==> src/hw/rtl/sra_pkg.sv <==
// ----------------------------------------------------------------------------
// sra_pkg
// Types and constants shared by the sine/ramp additive oscillator files.
// ----------------------------------------------------------------------------
`default_nettype none

package sra_pkg;

   localparam int FREQ_W     = 24;
   localparam int AMP_W      = 15;
   localparam int RATE_W     = 24;
   localparam int DEPTH_W    = 16;
   localparam int RATIO_W    = 16;
   localparam int STEP_W     = 16;
   localparam int OUT_W      = 24;
   localparam int SR_W       = 18;
   localparam int PC_W       = 5;
   localparam int CSR_IDX_W  = 1;
   localparam int CSR_DATA_W = 18;
   localparam int PER_W      = 26;   // period / clamped frequency width

   localparam logic [SR_W-1:0] SR_RESET = 18'd48000;
   localparam logic [PC_W-1:0] PC_RESET = 5'd1;

   localparam logic [CSR_IDX_W-1:0] CSR_SAMPLE_RATE   = 1'b0;
   localparam logic [CSR_IDX_W-1:0] CSR_PARTIAL_COUNT = 1'b1;

   // 1/(4*pi^2) in Q32
   localparam logic signed [27:0] INV_4PI2_Q32 = 28'sd108792793;

   // sine polynomial coefficients, Q15
   localparam logic [15:0] SIN_C1 = 16'd51472;
   localparam logic [14:0] SIN_C3 = 15'd21024;
   localparam logic [11:0] SIN_C5 = 12'd2320;

   localparam logic [23:0] POW_ONE = 24'd16384;
   localparam logic [23:0] POW_MAX = 24'hFFFFFF;

   typedef enum logic [4:0] {
      ST_IDLE, ST_READ, ST_ANG, ST_SX, ST_SINNER, ST_SMID, ST_SY, ST_FACT,
      ST_WF, ST_PER_GO, ST_PER_WAIT, ST_PH_GO, ST_PH_WAIT, ST_SOUT, ST_RAMP,
      ST_COEF, ST_MLO, ST_MHI, ST_ACC, ST_FIN
   } sra_state_type;

   typedef enum logic [4:0] {
      OP_NONE, OP_START, OP_READ, OP_ANG, OP_SX, OP_SINNER, OP_SMID, OP_SY,
      OP_FACT, OP_WF, OP_PER_GO, OP_PER_WAIT, OP_PH_GO, OP_PH_WAIT, OP_SOUT,
      OP_RAMP, OP_COEF, OP_MLO, OP_MHI, OP_ACC, OP_FIN
   } sra_op_type;

   typedef struct packed {
      sra_op_type op;
   } sra_cmd_type;

   typedef struct packed {
      logic j_zero;
      logic last;
      logic div_done;
      logic out_free;
   } sra_status_type;

endpackage

`default_nettype wire

==> src/hw/rtl/sra_ctrl.sv <==
// ----------------------------------------------------------------------------
// sra_ctrl
// Sequencer: walks each partial through the datapath steps.
// ----------------------------------------------------------------------------
`default_nettype none

module sra_ctrl (
   input  wire logic                    clock,
   input  wire logic                    reset,
   input  wire logic                    req_valid,
   output logic                         req_ready,
   input  wire sra_pkg::sra_status_type status,
   output sra_pkg::sra_cmd_type         cmd
);
   import sra_pkg::*;

   sra_state_type state_ff, state_in;

   always_comb begin
      state_in = state_ff;
      case (state_ff)
         ST_IDLE:     if (req_valid) state_in = ST_READ;
         ST_READ:     state_in = status.j_zero ? ST_PER_GO : ST_ANG;
         ST_ANG:      state_in = ST_SX;
         ST_SX:       state_in = ST_SINNER;
         ST_SINNER:   state_in = ST_SMID;
         ST_SMID:     state_in = ST_SY;
         ST_SY:       state_in = status.j_zero ? ST_SOUT : ST_FACT;
         ST_FACT:     state_in = ST_WF;
         ST_WF:       state_in = ST_PER_GO;
         ST_PER_GO:   state_in = ST_PER_WAIT;
         ST_PER_WAIT: if (status.div_done) state_in = ST_PH_GO;
         ST_PH_GO:    state_in = ST_PH_WAIT;
         ST_PH_WAIT: begin
            if (status.div_done) begin
               state_in = status.j_zero ? ST_SX : ST_RAMP;
            end
         end
         ST_SOUT:     state_in = ST_ACC;
         ST_RAMP:     state_in = ST_COEF;
         ST_COEF:     state_in = ST_MLO;
         ST_MLO:      state_in = ST_MHI;
         ST_MHI:      state_in = ST_ACC;
         ST_ACC:      state_in = status.last ? ST_FIN : ST_READ;
         ST_FIN:      if (status.out_free) state_in = ST_IDLE;
         default:     state_in = ST_IDLE;
      endcase
   end

   always_comb begin
      req_ready = 1'b0;
      cmd.op    = OP_NONE;
      case (state_ff)
         ST_IDLE: begin
            req_ready = 1'b1;
            if (req_valid) cmd.op = OP_START;
         end
         ST_READ:     cmd.op = OP_READ;
         ST_ANG:      cmd.op = OP_ANG;
         ST_SX:       cmd.op = OP_SX;
         ST_SINNER:   cmd.op = OP_SINNER;
         ST_SMID:     cmd.op = OP_SMID;
         ST_SY:       cmd.op = OP_SY;
         ST_FACT:     cmd.op = OP_FACT;
         ST_WF:       cmd.op = OP_WF;
         ST_PER_GO:   cmd.op = OP_PER_GO;
         ST_PER_WAIT: cmd.op = OP_PER_WAIT;
         ST_PH_GO:    cmd.op = OP_PH_GO;
         ST_PH_WAIT:  cmd.op = OP_PH_WAIT;
         ST_SOUT:     cmd.op = OP_SOUT;
         ST_RAMP:     cmd.op = OP_RAMP;
         ST_COEF:     cmd.op = OP_COEF;
         ST_MLO:      cmd.op = OP_MLO;
         ST_MHI:      cmd.op = OP_MHI;
         ST_ACC:      cmd.op = OP_ACC;
         ST_FIN:      if (status.out_free) cmd.op = OP_FIN;
         default:     cmd.op = OP_NONE;
      endcase
   end

   always_ff @(posedge clock) begin
      if (reset) begin
         state_ff <= ST_IDLE;
      end else begin
         state_ff <= state_in;
      end
   end

endmodule

`default_nettype wire

==> config.mk <==
export PLATFORM = sky130hd
export DESIGN_NAME = sra_ctrl
export DESIGN_NICKNAME = d
export VERILOG_FILES = /design/src/hw/rtl/sra_pkg.sv /design/src/hw/rtl/sra_ctrl.sv
export SDC_FILE = /design/constraint.sdc
export NUM_CORES = 1
export LEC_CHECK = 0
export ABC_AREA = 1
export BUFFER_PORTS_ARGS = -buffer_cell sky130_fd_sc_hd__buf_2
export CAP_MARGIN = 0
export CORE_AREA = 4 4 41 43
export CTS_CLUSTER_DIAMETER = 40
export CTS_CLUSTER_SIZE = 30
export DETAILED_ROUTE_END_ITERATION = 10
export DIE_AREA = 0 0 45 47
export PLACE_DENSITY = 0.74
export REMOVE_ABC_BUFFERS = 1
export SYNTH_ARGS = -nofsm -noshare
export SYNTH_HDL_FRONTEND = slang
export SYNTH_SLANG_ARGS = --single-unit
==> constraint.sdc <==
create_clock -name clock -period 3.34 [get_ports clock]
set_input_delay 0.668 -clock clock [delete_from_list [all_inputs] [get_ports clock]]
set_output_delay 0.668 -clock clock [all_outputs]
set_load 0.02 [all_outputs]
==> reports/qor.txt <==
Synthesis-stage register bit count = 5
Overall power consumption = 623 uW
R2R Path Start = state_ff[4]
Critical Path Source Type = flop
Async set or reset register ratio after synthesis = 0
Total Nets Final = 131
TritonCTS clock tree = yes
Switching share of power = 0.564
Biggest registers after layout = state_ff: 5 flops
Post-CTS sizing = 0
Logic pwr share = 0.701
Critical path arrival = 1.64 ns
Dominant synthesized flop cell = sky130_fd_sc_hd__dfxtp_1
Post-detailed-route via-to-cell ratio = 5.40
Number of port buffers = 12
Overall overflow remaining after global route = 0
Residual antenna-violating net count after detailed routing = 0
Footprint of the flip-flops and latches = 100 um2
Synth warn = 0
Maximum number of pins on one net before global-route repair = 11
Number of flops mapped to enable cells by yosys = 0
First-pass DRT Iterations = 4
DRC violations left = 0
Count of standard-cell rows = 13
Setup TNS = 0 ns
Type of element capturing the critical path = output port
Hold-fix buffers, CTS = 0
Area Growth Syn to Fin = 15.4%
Core area = 1300 um2
Power per cell area = 886 nW/um2
Clock slew at reported path FFs = 0.04 ns
Syn Std Cell Area = 609 um2
Clock root buffer master = sky130_fd_sc_hd__clkbuf_4
Proportion of layout cells with a drive suffix above 1 = 0.317
Clock latency on the worst-skew pair = 0.24 ns
Clk buf depth = 2
Post-synthesis sequential area ratio = 0.164
Hold-critical path depth = 2
Mean routed wirelength per cell = 11.1 um
Hold Path Origin = state_ff[1]
Switching power total = 352 uW
Clock power share = 0.112
Global-route total usage across every layer = 0.172
Actual transition at the worst max-transition pin = 0.359 ns
Reg power frac = 0.187
Number of max-slew violations in the final report = 0
Area of the multi-input gates = 429 um2
Final setup skew = 0.000883 ns
Depth of the worst register-to-register path = 9
Largest family of logic cells by synthesized area = simple AND/OR/NAND/NOR gates
Post-synthesis xor/xnor area fraction = 0
Peak VDD IR = 0.468 mV
Highest achievable clock rate = 433 MHz
Minimum clock period after layout = 2.31 ns
Number of buffers inserted during clock tree synthesis = 3
Setup repair after global routing missed its margin = no
Number of hold violations in the final report = 0
Vias = 745
Antenna diode count = 0
Number of buffers inserted to repair setup after CTS = 0
Status = finished clean
Final period utilization = 0.691
Register with the most flip-flops = state_ff
Filler cell count in the final layout = 140
Complex-gate fraction of the synthesized area = 0.148
Height of the die = 47 um
Clk sinks = 5
Detail Placement HPWL = 1270 um
Number of different library cells in the post-synthesis netlist = 24
Largest register FFs = 5
Starting density of the core = 0.468
Routability congestion estimate from global placement = 0.995
Area fraction in and, or, nand and nor cells after synthesis = 0.556
Initial DRC Count = 30
Largest fanout on the critical path = 7
Sum of routed wire length over all layers = 1540 um
Setup slack, reg-to-reg = 1.74 ns
Initial antenna violation count = 0
First-pass GRT wire length = 2690 um
Post-Synth Adder-Cell Area = 0
Worst R2R End = state_ff[0]
Type of the setup path with the least slack = reg -> out
Required time reported for the critical path endpoint = 2.67 ns
Width of the die = 45 um
Cell leakage power = 0.000390 uW
Min-Delay Endpoint = state_ff[1]
Mux cell area share after synthesis = 0
Syn Area/Cell = 5.64 um2
H-Tree Level Count = 1
Max-slew headroom = 0.760
Internal power = 272 uW
Num ports = 13
Synthesized instance count = 108
Vias in the first global route = 658
Max-capacitance violation count = 0
Worst hold path class = reg -> reg
Floorplan die area = 2120 um2
Endpoints failing setup = 0
Yosys cell counts, types with 2 or more instances:
cell type                  n  area (um2)
sky130_fd_sc_hd__o21ai_1   2        10.0
sky130_fd_sc_hd__a21oi_2   2        17.5
sky130_fd_sc_hd__a21oi_1   5        25.0
sky130_fd_sc_hd__inv_1    10        37.5
sky130_fd_sc_hd__inv_2     7        26.3
sky130_fd_sc_hd__nand2_2   5        31.3
sky130_fd_sc_hd__o21ai_0   3        15.0
sky130_fd_sc_hd__nor2_1   15        56.3
sky130_fd_sc_hd__nand4_1   3        18.8
sky130_fd_sc_hd__nor2_4    2        22.5
sky130_fd_sc_hd__nand3_2   2        20.0
sky130_fd_sc_hd__nor2_2    3        18.8
sky130_fd_sc_hd__nand3_1   6        30.0
sky130_fd_sc_hd__dfxtp_1   5         100
sky130_fd_sc_hd__nand2_1  27         101
sky130_fd_sc_hd__nor3_1    3        15.0
layout by cell type (no fill, tap or decap):
cell type	n
sky130_fd_sc_hd__nand2_1	27
sky130_fd_sc_hd__nor2_1	15
sky130_fd_sc_hd__buf_2	12
sky130_fd_sc_hd__inv_1	10
sky130_fd_sc_hd__inv_2	7
sky130_fd_sc_hd__nand3_1	6
sky130_fd_sc_hd__nand2_2	5
sky130_fd_sc_hd__a21oi_1	5
sky130_fd_sc_hd__dfxtp_1	5
sky130_fd_sc_hd__nor3_1	3
sky130_fd_sc_hd__o21ai_0	3
sky130_fd_sc_hd__nor2_2	3
sky130_fd_sc_hd__nand4_1	3
sky130_fd_sc_hd__clkbuf_4	3
sky130_fd_sc_hd__nor2_4	2
sky130_fd_sc_hd__nand3_2	2
sky130_fd_sc_hd__o21ai_1	2
sky130_fd_sc_hd__a21oi_2	2
sky130_fd_sc_hd__clkinv_2	1
sky130_fd_sc_hd__a22oi_1	1
sky130_fd_sc_hd__o211ai_1	1
sky130_fd_sc_hd__or2_2	1
sky130_fd_sc_hd__a21boi_0	1
sky130_fd_sc_hd__nor3b_1	1
sky130_fd_sc_hd__nand2_4	1
sky130_fd_sc_hd__clkbuf_1	1
power groups by stage:
stage | clock network (uW) | registers, uW | logic (uW)
2_1_floorplan | 0 | 108 | 339
3_3_place_gp | 0 | 117 | 434
3_5_place_dp | 0 | 116 | 433
4_1_cts | 72.0 | 115 | 437
5_1_grt | 75.4 | 120 | 488
6_report | 69.8 | 116 | 437
per-layer routing:
layer / vias up / GRT usage / routed length [um] / part of all wire
met1: 311 / 0.214 / 623 / 0.41
met4: 0 / 0.0526 / 29 / 0.019
met2: 45 / 0.297 / 756 / 0.49
met3: 10 / 0.0345 / 127 / 0.083
met5: - / 0 / 0 / 0
li1: 379 / - / - / -
critical path: stages (launching register included):
cell and delay [ns]:
sky130_fd_sc_hd__dfxtp_1 0.47, sky130_fd_sc_hd__nand2_1 0.14, sky130_fd_sc_hd__nor2_1 0.24, sky130_fd_sc_hd__inv_1 0.07, sky130_fd_sc_hd__nor2_1 0.17, sky130_fd_sc_hd__nor2_1 0.07
sky130_fd_sc_hd__o21ai_0 0.06, sky130_fd_sc_hd__buf_2 0.18
worst max-delay path by stage:
stage	start	to	slack, ns
after floorplan	status[0]	cmd[4]	1.48
after global placement	state_ff[0]	cmd[4]	1.35
after detailed placement	status[0]	cmd[4]	1.33
after CTS	state_ff[0]	cmd[4]	1.08
after global routing	state_ff[0]	cmd[4]	0.94
final	state_ff[0]	cmd[4]	1.03
metrics by stage:
| step | setup WS, ns | hold WS (ns) | util | cell area (um2) | cells |
|---|---|---|---|---|---|
| floorplan | 1.48 | 0.511 | - | 598 | 107 |
| global placement | 1.35 | 0.556 | 0.520 | 677 | 134 |
| detailed placement | 1.33 | 0.547 | 0.520 | 677 | 134 |
| CTS | 1.08 | 0.572 | 0.540 | 703 | 138 |
| global route | 0.935 | 0.611 | 0.540 | 703 | 138 |
| finish | 1.03 | 0.578 | 0.540 | 703 | 138 |
cell type report:
type | count | share of cell area
Multi-Input combinational cell | 84 | 0.610
Sequential cell | 5 | 0.142
Inverter | 18 | 0.0979
Timing Repair Buffer | 12 | 0.0854
Clock buffer | 4 | 0.0374
Tap cell | 15 | 0.0267
cell families (layout without fill, tap and decap cells):
| logic type | count (synthesis) | after routing |
|---|---|---|
| flops | 5 | 5 |
| simple gates | 69 | 69 |
| compound gates | 15 | 15 |
| buf+inv | 19 | 34 |
Note: power is estimated with default switching activity, not from simulation.
